==> config.mk <==
export PLATFORM = sky130hd
export DESIGN_NAME = randomized_set_swap_remove
export DESIGN_NICKNAME = d
export VERILOG_FILES = /design/src/rss_pkg.sv /design/src/randomized_set_swap_remove.sv
export SDC_FILE = /design/constraint.sdc
export NUM_CORES = 1
export LEC_CHECK = 0
export BUFFER_PORTS_ARGS = -buffer_cell sky130_fd_sc_hd__buf_2
export CORE_ASPECT_RATIO = 0.8
export CORE_MARGIN = 2
export CORE_UTILIZATION = 40
export DETAILED_ROUTE_END_ITERATION = 7
export GPL_TIMING_DRIVEN = 0
export PLACE_DENSITY = 0.56
export SETUP_SLACK_MARGIN = 0.1
export SYNTH_ARGS = -nofsm -noshare
export SYNTH_HDL_FRONTEND = slang
export SYNTH_SLANG_ARGS = --single-unit
==> constraint.sdc <==
create_clock -name clk -period 4.9 [get_ports clk]
set_clock_uncertainty 0.15 [all_clocks]
set_input_delay 1.47 -clock clk [delete_from_list [all_inputs] [get_ports clk]]
set_output_delay 1.47 -clock clk [all_outputs]
set_load 0.05 [all_outputs]
==> src/rss_pkg.sv <==
// ----------------------------------------------------------------------------
// rss_pkg
// types and sizes shared by the randomized set and its checker
// ----------------------------------------------------------------------------
package rss_pkg;

	localparam int CAPACITY = 16;
	localparam int IDX_W    = (CAPACITY > 1) ? $clog2(CAPACITY) : 1;
	localparam int CNT_W    = $clog2(CAPACITY + 1);
	localparam int VAL_W    = 32;
	localparam int RND_W    = 31;
	localparam int BIT_W    = $clog2(RND_W);

	typedef enum logic [1:0] {
		OP_INSERT = 2'd0,
		OP_REMOVE = 2'd1,
		OP_RANDOM = 2'd2
	} func_t;

	typedef enum logic [1:0] {
		ST_DONE     = 2'd0,
		ST_PRESENCE = 2'd1,
		ST_FULL     = 2'd2,
		ST_EMPTY    = 2'd3
	} status_t;

	typedef struct packed {
		func_t                    func;
		logic signed [VAL_W-1:0]  item_value;
		logic        [RND_W-1:0]  random_word;
	} req_t;

	typedef struct packed {
		status_t                  status;
		logic signed [VAL_W-1:0]  picked_value;
	} res_t;

endpackage

==> src/randomized_set_swap_remove.sv <==
// ----------------------------------------------------------------------------
// randomized_set_swap_remove
// dense set of distinct 32-bit values with insert, swap-remove and
// random pick, run by a small sequencer around one entry memory
// ----------------------------------------------------------------------------
// channel   dir   handshake            payload
// request   in    start, busy          req  (func, item_value, random_word)
// result    out   done (1-cycle pulse) res  (status, picked_value)
//
// an item is taken when start is high and busy is low; busy stays high
// until its result is out. one result per item, on done for one cycle.
// insert/remove: each live entry searched takes a read step and a compare
// step (one memory read port), then the write, move or answer.
// random pick: one-bit restoring modulo of the random word by the count,
// one remainder bit per step, then read the chosen entry and answer.
// empty pick and unused codes are answered directly from idle.
// reset clears sequencer, count and result, not the entries; entries past the count are never used.
// the receiver cannot stall, so there is no back-pressure on done.
// ----------------------------------------------------------------------------
module randomized_set_swap_remove (
	input  logic          clk,
	input  logic          arst_n,
	input  logic          start,
	output logic          busy,
	input  rss_pkg::req_t req,
	output logic          done,
	output rss_pkg::res_t res
);
	import rss_pkg::*;

	typedef enum logic [2:0] {
		S_IDLE,
		S_RD,    // scan: drive search address
		S_CMP,   // scan: compare read data
		S_LAST,  // read last live entry for the swap
		S_MOVE,  // write last entry into the freed slot
		S_MOD,   // one remainder bit per cycle
		S_PICK,  // read entry at the remainder
		S_PVAL   // hand out picked entry
	} state_t;

	state_t state_q;

	// request and working registers
	req_t             req_q;
	logic [CNT_W-1:0] count_q;
	logic [CNT_W-1:0] scan_q;
	logic [CNT_W-1:0] slot_q;
	logic [CNT_W-1:0] rem_q;
	logic [RND_W-1:0] rnd_q;
	logic [BIT_W-1:0] bit_q;
	logic             done_q;
	res_t             res_q;

	// entry memory, one write and one registered read port
	logic [VAL_W-1:0] mem_q [CAPACITY];
	logic [VAL_W-1:0] rd_data_q;
	logic [IDX_W-1:0] rd_addr;
	logic             wr_en;
	logic [IDX_W-1:0] wr_addr;
	logic [VAL_W-1:0] wr_data;

	logic             accept;
	logic             scan_end;
	logic             hit;
	logic [CNT_W-1:0] last_idx;
	logic [CNT_W:0]   rem_shift;
	logic             rem_ge;
	logic [CNT_W:0]   rem_sub;

	assign accept    = start && (state_q == S_IDLE);
	assign scan_end  = (scan_q == count_q);
	assign hit       = (rd_data_q == req_q.item_value);
	assign last_idx  = count_q - CNT_W'(1);

	// restoring-modulo step: shift in next word bit, subtract count if it fits
	assign rem_shift = {rem_q, rnd_q[RND_W-1]};
	assign rem_ge    = (rem_shift >= {1'b0, count_q});
	assign rem_sub   = rem_shift - {1'b0, count_q};

	// memory read address follows the sequencer step
	always_comb begin
		unique case (state_q)
			S_LAST:  rd_addr = last_idx[IDX_W-1:0];
			S_PICK:  rd_addr = rem_q[IDX_W-1:0];
			default: rd_addr = scan_q[IDX_W-1:0];
		endcase
	end

	// writes: append on insert, fill the freed slot on remove
	always_comb begin
		wr_en   = 1'b0;
		wr_addr = count_q[IDX_W-1:0];
		wr_data = req_q.item_value;
		if (state_q == S_RD && scan_end && req_q.func == OP_INSERT &&
			count_q != CNT_W'(CAPACITY)) begin
			wr_en = 1'b1;
		end else if (state_q == S_MOVE) begin
			wr_en   = 1'b1;
			wr_addr = slot_q[IDX_W-1:0];
			wr_data = rd_data_q;
		end
	end

	always_ff @(posedge clk) begin
		if (wr_en) begin
			mem_q[wr_addr] <= wr_data;
		end
		rd_data_q <= mem_q[rd_addr];
	end

	// working registers, no reset needed
	always_ff @(posedge clk) begin
		if (accept) begin
			req_q  <= req;
			scan_q <= '0;
			rem_q  <= '0;
			rnd_q  <= req.random_word;
			bit_q  <= BIT_W'(RND_W - 1);
		end else begin
			unique case (state_q)
				S_CMP: begin
					slot_q <= scan_q;
					scan_q <= scan_q + CNT_W'(1);
				end
				S_MOD: begin
					rem_q <= rem_ge ? rem_sub[CNT_W-1:0] : rem_shift[CNT_W-1:0];
					rnd_q <= rnd_q << 1;
					bit_q <= bit_q - BIT_W'(1);
				end
				default: begin
				end
			endcase
		end
	end

	// sequencer, count and registered result
	always_ff @(posedge clk or negedge arst_n) begin
		if (!arst_n) begin
			state_q <= S_IDLE;
			count_q <= '0;
			done_q  <= 1'b0;
			res_q   <= '0;
		end else begin
			done_q             <= 1'b0;
			res_q.picked_value <= '0;
			unique case (state_q)
				S_IDLE: begin
					if (start) begin
						unique case (req.func)
							OP_INSERT, OP_REMOVE: state_q <= S_RD;
							OP_RANDOM: begin
								if (count_q == '0) begin
									done_q       <= 1'b1;
									res_q.status <= ST_EMPTY;
								end else begin
									state_q <= S_MOD;
								end
							end
							default: begin
								// unused code: answer done, no change
								done_q       <= 1'b1;
								res_q.status <= ST_DONE;
							end
						endcase
					end
				end
				S_RD: begin
					if (scan_end) begin
						// value absent
						state_q <= S_IDLE;
						done_q  <= 1'b1;
						if (req_q.func == OP_INSERT) begin
							if (count_q == CNT_W'(CAPACITY)) begin
								res_q.status <= ST_FULL;
							end else begin
								res_q.status <= ST_DONE;
								count_q      <= count_q + CNT_W'(1);
							end
						end else begin
							res_q.status <= ST_PRESENCE;
						end
					end else begin
						state_q <= S_CMP;
					end
				end
				S_CMP: begin
					if (hit) begin
						if (req_q.func == OP_INSERT) begin
							state_q      <= S_IDLE;
							done_q       <= 1'b1;
							res_q.status <= ST_PRESENCE;
						end else begin
							state_q <= S_LAST;
						end
					end else begin
						state_q <= S_RD;
					end
				end
				S_LAST: state_q <= S_MOVE;
				S_MOVE: begin
					state_q      <= S_IDLE;
					count_q      <= last_idx;
					done_q       <= 1'b1;
					res_q.status <= ST_DONE;
				end
				S_MOD: begin
					if (bit_q == '0) begin
						state_q <= S_PICK;
					end
				end
				S_PICK: state_q <= S_PVAL;
				S_PVAL: begin
					state_q            <= S_IDLE;
					done_q             <= 1'b1;
					res_q.status       <= ST_DONE;
					res_q.picked_value <= rd_data_q;
				end
				default: state_q <= S_IDLE;
			endcase
		end
	end

	assign busy = (state_q != S_IDLE);
	assign done = done_q;
	assign res  = res_q;

endmodule

---- Word-level counts from Yosys, hierarchy flattened ----
Memories as Yosys holds them, arrays and structs flattened. A register that Yosys moved wholly into a read port is not among the register bits.
Index checks and enable logic that the tools add are counted.
word-level totals
  register bits after elaboration ......... 127
  RAM bits ................................ 512
  input bits .............................. 68
  output and inout port bits .............. 36
  logic and storage cells ................. 104
  memories ................................ 1
cells by class
  add/subtract/negate cells ............... 5
  $lt $le $gt $ge ......................... 1
  equal/unequal tests ..................... 24
  muxes and demuxes ....................... 41
  bitwise gates (word level) .............. 1
  reductions and logical operators ........ 19
memories
  name   words  width  read ports  clocked after memory_dff  write ports  RTL line                          RTL
  mem_q  16     32     1           1                         1            randomized_set_swap_remove.sv:56  logic [VAL_W-1:0] mem_q [CAPACITY];
operators with widths
  kind                                                  count
  two-way mux 32 bit                                    3
  two-way mux 31 bit                                    2
  equality test 32 bit                                  1
  case mux 3 bit (7 select lines)                       1
  two-way mux 5 bit                                     4
  two-way mux 2 bit                                     9
  != test 2 bit (second input constant)                 7
  equality test 3 bit (second input constant)           4
  two-way mux 3 bit                                     4
  adder 5 x 1 -> 5 bit (second input constant)          2
  zero test 5 bit                                       2
  case mux 5 bit (2 select lines)                       1
  subtractor 5 x 1 -> 5 bit (second input constant)     2
  two-way mux 1 bit                                     9
  two-way mux 4 bit                                     2
  case mux 2 bit (4 select lines)                       1
  case mux 4 bit (2 select lines)                       1
  AND reduction 4 bit                                   2
  AND reduction 7 bit                                   1
  equality test 3 x 2 -> 1 bit (second input constant)  2
  greater-or-equal comparator 6 x 5 -> 1 bit            1
  != test 3 bit (second input constant)                 2
  case mux 3 bit (2 select lines)                       1
  equality test 5 bit                                   1
  other kinds (20)                                      26

---- Depth between registers and ports, before layout ----
Gate-level depths: netlist of run 1.
  depth after elaboration ................. 7
  gate-level depth with buffers ........... 11
  depth with buffers taken out ............ 9

---- Least setup slack after synthesis of run 1 ----
OpenSTA, ideal clock, no wires.
  kind .................................... reg2reg
  from .................................... register state_q[1]
  to ...................................... memory mem_q[13][0], enable pin
  library setup time ...................... 421 ps
  arrival time ............................ 3106 ps
  required time ........................... 4329 ps
  setup slack ............................. 1223 ps
  stages on the path, launching flop included .. 9
  buffers on the path ..................... 3
  period minus slack after synthesis ...... 3677 ps
  cells stage by stage .................... dfrtp_1 -> buf_2 -> buf_4 -> nor2_1 -> and2_1 -> clkbuf_1 -> nand2_1 -> o22a_1 -> nor2_1
on the way
  cells in the longest elaborated chain, start to end .. 7
  elaborated cells between the ends (all ways) .. 11
  those cells by class .................... eq/ne: 2; mux: 6; reduce/logical: 3
ends and longest elaborated chain
  element                                  RTL line                           RTL
  from (decl)                              randomized_set_swap_remove.sv:42   state_t state_q;
  from (signal assigned)                   randomized_set_swap_remove.sv:140  state_q <= S_IDLE;
  from (signal assigned)                   randomized_set_swap_remove.sv:151  OP_INSERT, OP_REMOVE: state_q <= S_RD;
  from (signal assigned)                   randomized_set_swap_remove.sv:157  state_q <= S_MOD;
  equality test 3 x 1 -> 1 bit             randomized_set_swap_remove.sv:95   if (state_q == S_RD && scan_end && req_q.func == OP_INSERT &&
  logical AND 1 bit (3 in series)          randomized_set_swap_remove.sv:95
  two-way mux 1 bit                        randomized_set_swap_remove.sv:95
  two-way mux 1 bit                        randomized_set_swap_remove.sv:106  if (wr_en) begin
  two-way mux 1 bit (not written as such)  randomized_set_swap_remove.sv:107  mem_q[wr_addr] <= wr_data;
  to (decl)                                randomized_set_swap_remove.sv:56
Parallel ways exist; a longest one is shown, timed or not.

---- Final worst setup path of run 1 ----
  from .................................... register state_q[1]
  to ...................................... memory mem_q[14][13], enable pin
The elaborated chain is that of the path after synthesis.

==> results of run 1 <==
## critical path, cell delays in order, from the launching register on
cell	delay, ns
dfrtp_1	0.48
buf_2	0.26
buf_4	0.20
nor2_1	0.19
and2_1	0.17
clkbuf_1	0.52
a31oi_1	0.47
nor2_4	0.83
buf_12	0.27
## final cells by class
type	count	area (um2)	share of cell area, %
flip-flops and latches	671	19460	61.70
repair buffers	119	868.3	2.752
clock inverters	33	286.5	0.9082
plain buffers	134	651.9	2.066
well taps	913	1142	3.621
inverters	18	67.56	0.2142
multi-input cells	1112	7148	22.66
clock buffers	93	1919	6.084
## layer usage
layer | vias up | share of wire (%) | routed length [um]
met5 | - | 0 | 0
li1 | 7787 | - | -
met1 | 8785 | 43 | 35020
met4 | 0 | 3.0 | 2425
met2 | 762 | 44 | 35310
met3 | 137 | 9.7 | 7798
## flip-flops by register name (all words and copies together) (netlist names), 5 cells and up
register and count:
mem_q 512, req_q 34, res 34, rd_data_q 32, rnd_q 31, bit_q 5
count_q 5, rem_q 5, scan_q 5
## cells in the mapped netlist (all sizes together), types with 13 or more instances
master  number  area (um2)
clkbuf      60       225.2
inv         18       67.57
a21oi       20       100.1
and3       185        1157
edfxtp     581       17450
o21ai       95       486.7
and4        27       236.5
nor2        38       191.4
and2        36       225.2
nand2      275        1035
nor3        16       107.6
nand3       13       65.06
mux2i       33       330.3
a32oi       30       277.8
dfrtp       43        1076
a211oi     192        1441
dfxtp       47       940.9
xor2        41       366.6
buf         74       422.9
## power breakdown
part | internal [mW] | switching [mW]
sequential | 7.60 | 0.384
clock | 2.97 | 2.19
combinational | 1.94 | 4.95
## path summary, 6_finish.rpt
kind,start,end,slack [ns],cells past startpoint
max,state_q[1],mem_q[14][13],1.03,8
min reg2reg,scan_q[3],slot_q[3],0.28,0
max reg2reg,state_q[1],mem_q[14][13],1.03,8
min in group asynchronous,arst_n,res[2],0.77,1
max in group asynchronous,arst_n,res[16],3.35,1
min,scan_q[3],slot_q[3],0.28,0
## kinds of logic after synthesis
logic type                 count (synthesis)
DFF                                      671
and+or+nand+nor                          624
AOI/OAI and AO/OA                        389
buffers and inverters                    152
xor gates and xnor gates                  53
muxes                                     35
adders and majority gates                 11
## through the flow
| step | hold slack (ns) | utilization, % | cells | total power, mW |
|---|---|---|---|---|
| global route | 0.2998 | 46.86 | 3093 | 20.91 |
| finish | 0.2761 | 46.86 | 3093 | 20.04 |
| detailed placement | 0.2629 | 43.58 | 2967 | 14.86 |
| floorplan | 0.2564 | - | 1935 | 12.07 |
| global placement | 0.2611 | 42.88 | 2951 | 14.67 |
| CTS | 0.2775 | 46.86 | 3093 | 20.03 |
==> results.cfg, run 1 <==
[layout]
fin_area_um2 = 31550
drive_gt1_share_pct = 15.41
antenna_cells = 0
fin_nets = 2203
layout_commonest_cell = edfxtp_1
mostFrequentLayoutCells = edfxtp_1, nand2_1, a211oi_1
fillers = 5939
syn2layout_area_growth_pct = 15.95

[timing]
rsz0062_at_grt = no
finalHoldViolations = 0
fin_crit_sh_pct = 78.94
slew_viol_final = 0
fin_ws_ns = 1.032
fin_setup_tns_ns = 0
min_period_ns = 3.868
finalSetupViolCount = 0
worstMarginPinSlew_ns = 1.229
relSlewSlack_pct = 18.01
max_freq_mhz = 258.5

[detailed_routing]
drc = 0
drtIter0Drc = 1820
avgViaCountPerCell = 5.649
dr_total_vias = 17471
wl_um = 80550
ant_nets = 0
firstDrtPassIters = 6
post_drt_wl_per_cell_um = 26.04

[synth]
syn_inst = 1935
synthesis.nets = 2014
ys_seq_area_share_pct = 71.54
ys.flop_type = edfxtp_1
async_reset_ff_share_pct = 6.408
synth_mux_area_share_pct = 1.297
synthSimpleGateAreaFrac_pct = 11.97
synthDistinctLibCells = 76
synth_compound_area_share_pct = 10.30
netlist_area_um2 = 27210
synth_xor_area_share_pct = 1.734
ys_warn_count = 0
postSynthAreaPerCell_um2 = 14.06
synthAdderAreaFrac_pct = 0.5335
synth_top_family_by_area = simple AND/OR/NAND/NOR gates
synth_enable_flop_cells = 581
synth-seq-cells = 671

[global_route]
grt_pass1_vias = 17203
grt_pass1_wl_um = 116800
grt_max_degree = 44
grtUsageMet2_pct = 34.11
use_met1_pct = 33.07
grt-busiest-layer = met2
grt_overflow = 0
track_usage_pct = 23.09
use_met3_pct = 6.321
grt_antenna_before_repair = 4

[floorplan]
start_util_pct = 40.41
num_rows = 85
dieHeight_um = 237.3
die_w_um = 295.6
io-pin-count = 104
coreArea_um2 = 67320
design.die.area_um2 = 70130

[clock_network]
tritoncts.num_buffers = 68
clock_sinks = 671
post_cts_buffers = 0
root_buffer = clkbuf_16
cts_hold_buf = 0
cts-htree-levels = 3
cts_tree = done
clkTransAtPathRegs_ns = 0.06
post_cts_resized = 0
clockBufferDepth = 3
clk_latency_ns = 0.63

[pwr]
vdd_ir_drop_max_v = 0.0002857
p_per_area_nw_per_um2 = 635.1
leakagePower_nw = 11.34

[status]
status = finished clean

[placement]
gp_congestion = 0.8366
post-place-ws_ns = 1.152
hpwl_um = 54970
port_buffers = 103
postPlaceCellArea_um2 = 29340

[critical_path]
worstPathMaxFanout = 18
cp_data_required_time_ns = 5.05
path_class = reg2reg
crit_path_start_kind = flip-flop
crit_path_end_kind = flip-flop
worstPathArrival_ns = 4.02

[flow_run]
maxCapViolCount = 0

[min_path]
hold_path.class = reg2reg
Power figures use the tool's default switching activity.
==> run 2, diff against run 1 <==
--- a/config.mk
+++ b/config.mk
@@ -5,13 +5,14 @@
 export SDC_FILE = /design/constraint.sdc
 export NUM_CORES = 1
 export LEC_CHECK = 0
+export ABC_AREA = 1
 export BUFFER_PORTS_ARGS = -buffer_cell sky130_fd_sc_hd__buf_2
 export CORE_ASPECT_RATIO = 0.8
 export CORE_MARGIN = 2
 export CORE_UTILIZATION = 40
 export DETAILED_ROUTE_END_ITERATION = 7
 export GPL_TIMING_DRIVEN = 0
-export PLACE_DENSITY = 0.56
+export PLACE_DENSITY = 0.58
 export SETUP_SLACK_MARGIN = 0.1
 export SYNTH_ARGS = -nofsm -noshare
 export SYNTH_HDL_FRONTEND = slang
==> constraint.sdc (replaced) <==
create_clock -name clk -period 3.4 [get_ports clk]
set_clock_uncertainty 0.15 [all_clocks]
set_input_delay 1.02 -clock clk [delete_from_list [all_inputs] [get_ports clk]]
set_output_delay 1.02 -clock clk [all_outputs]
set_load 0.05 [all_outputs]
==> run 2 against run 1 <==
Core utilization up 0.63 points. Routed wire length up 17%. Sequential share of layout area down 6.2 points.
==> results.cfg, run 2 <==
[status]
status = finished clean

[detailed_routing]
avgViaCountPerCell = 5.293
firstDrtPassIters = 5
post_drt_wl_per_cell_um = 22.24
wl_um = 93880
drc = 0
dr_total_vias = 22341
drtIter0Drc = 3222
ant_nets = 0

[floorplan]
design.die.area_um2 = 76880
num_rows = 89
start_util_pct = 40.45
dieHeight_um = 248.4
io-pin-count = 104
die_w_um = 309.5
coreArea_um2 = 73830

[synth]
synthesis.nets = 2997
netlist_area_um2 = 29870
syn_inst = 2918
ys_seq_area_share_pct = 65.17
synth_mux_area_share_pct = 0.03770
synth-seq-cells = 671
netlist_top_cells_area = edfxtp_1, nand3_1, inv_1
synthDistinctLibCells = 36
postSynthAreaPerCell_um2 = 10.24
ys_top_cells_by_count = inv_1, edfxtp_1, nand2_1
synth_top_cell_by_area = edfxtp_1
yosys.area.top_type_share_pct = 58.42
async_reset_ff_share_pct = 6.408
ys_warn_count = 0
synthAdderAreaFrac_pct = 0.4860
ys.flop_type = edfxtp_1
synth_compound_area_share_pct = 1.416
yosysMostFrequentCell = inv_1
synth_top_family_by_area = simple AND/OR/NAND/NOR gates
synthSimpleGateAreaFrac_pct = 21.39
synth_enable_flop_cells = 581
synth_xor_area_share_pct = 1.114

[layout]
largest-register = mem_q
seq_area_um2 = 19460
fin_nets = 3240
multi_input_area_um2 = 7433
antenna_cells = 0
layout_commonest_cell = inv_1
fillers = 6685
largest_register_ff_count = 512
drive_gt1_share_pct = 13.48
mostFrequentLayoutCells = inv_1, edfxtp_1, nand2_1
fin_area_um2 = 35060
syn2layout_area_growth_pct = 17.40

[timing]
fin_crit_sh_pct = 96.81
finalSetupViolCount = 0
rsz0062_at_grt = yes
min_period_ns = 3.292
worstMarginPinSlew_ns = 1.270
slew_viol_final = 0
relSlewSlack_pct = 15.36
max_freq_mhz = 303.8
fin_ws_ns = 0.1084
finalHoldViolations = 0
whs_ns = 0.3082

[placement]
postPlaceCellArea_um2 = 32380
hpwl_um = 63860
post-place-ws_ns = -0.1339
port_buffers = 103
gp_congestion = 0.8522

[clock_network]
clkTransAtPathRegs_ns = 0.06
clk_latency_ns = 0.64
clock_sinks = 671
tritoncts.num_buffers = 71
clockBufferDepth = 3
root_buffer = clkbuf_16
cts_hold_buf = 0
cts-htree-levels = 3
cts_tree = done

[global_route]
grt_antenna_before_repair = 2
grt_pass1_vias = 21068
track_usage_pct = 24.46
grt_overflow = 0
grt_max_degree = 44
grt_pass1_wl_um = 137600

[critical_path]
crit_path_end_kind = flip-flop
cp_data_required_time_ns = 3.63
worstPathArrival_ns = 3.52
crit_path_start_kind = flip-flop
path_class = reg2reg
rrSetupSlack_ns = 0.11
worstPathMaxFanout = 10

[min_path]
hold_path.class = in2async

[pwr]
vdd_ir_drop_max_v = 0.0004909
leakagePower_nw = 15.18
p_per_area_nw_per_um2 = 931.7

[flow_run]
maxCapViolCount = 0
[run 2: changes by cell type after synthesis, sizes merged, moves of 33 or more]
cell and delta:
buf +50, a211oi -191, mux2i -33, nand4 +255
nand2 +221, nor2 +50, inv +571, and2 -36
and3 -185, nand3 +474
[run 2: routing by layer]
metal | vias to the layer above | part of all wire (%) | global-route usage [%] | routed length (um)
met2 | 1172 | 42 | 34.76 | 39030
met4 | 0 | 3.1 | 7.878 | 2929
met1 | 10707 | 44 | 36.86 | 41430
met3 | 175 | 11 | 5.463 | 10480
met5 | - | 0 | 0 | 0
li1 | 10287 | - | - | -
[run 2: layout make-up]
cell class              count  area share, %
flip-flops and latches    671          55.51
multi-input cells        1476          21.20
inverters                 589          6.320
clock buffers             103          5.759
repair buffers            171          4.089
well taps                1001          3.572
plain buffers             181          2.519
clock inverters            29          1.031
[run 2: repair_timing]
item / 4_1_cts / 5_1_grt
hold endpoints to repair: 0 / 0
pin swaps: 11 / 4
gates resized for setup: 1 / 2
buffers inserted: 16 / 4
setup endpoints to repair: 333 / 151
[run 2: path summary, 6_finish.rpt]
kind | startpoint | end | depth (start not counted)
worst max register to register | state_q[1] | mem_q[12][4] | 7
max in group asynchronous | arst_n | res[3] | 1
worst min-delay path | arst_n | res[21] | 1
worst min register to register | rd_data_q[10] | res[10] | 2
worst max-delay path | state_q[1] | mem_q[12][4] | 7
min in group clk | rd_data_q[10] | res[10] | 2
[run 2: report_power, final]
| part | internal, mW | leakage [nW] | total [mW] | switching (mW) |
|---|---|---|---|---|
| clock network | 4.64 | 1.16 | 8.04 | 3.40 |
| logic | 3.60 | 7.78 | 13.1 | 9.51 |
| registers | 11.1 | 6.24 | 11.5 | 0.428 |
| total | 19.3 | 15.2 | 32.7 | 13.3 |
[run 2: cells by family after synthesis]
logic type	Yosys count
and+or+nand+nor	1343
buffers and inverters	771
DFF	671
AOI/OAI and AO/OA	83
xor gates and xnor gates	38
adders and majority gates	11
muxes	1
[run 2: critical path, stage by stage, from the launching register on]
cell	delay, ns
dfrtp_1	0.32
buf_4	0.17
nor2_1	0.08
nand2_1	0.23
buf_2	0.44
clkbuf_1	0.79
o21ai_1	0.50
buf_4	0.32
[run 2: through the flow]
step                util [%]  instances  total power, mW  TNS [ns]
detailed placement     43.86       4070            24.39    -6.536
CTS                    47.44       4218            32.52         0
global placement       42.85       4022            23.80  -1251.05
global route           47.49       4221            34.20         0
floorplan                  -       2918            19.14         0
finish                 47.49       4221            32.67         0
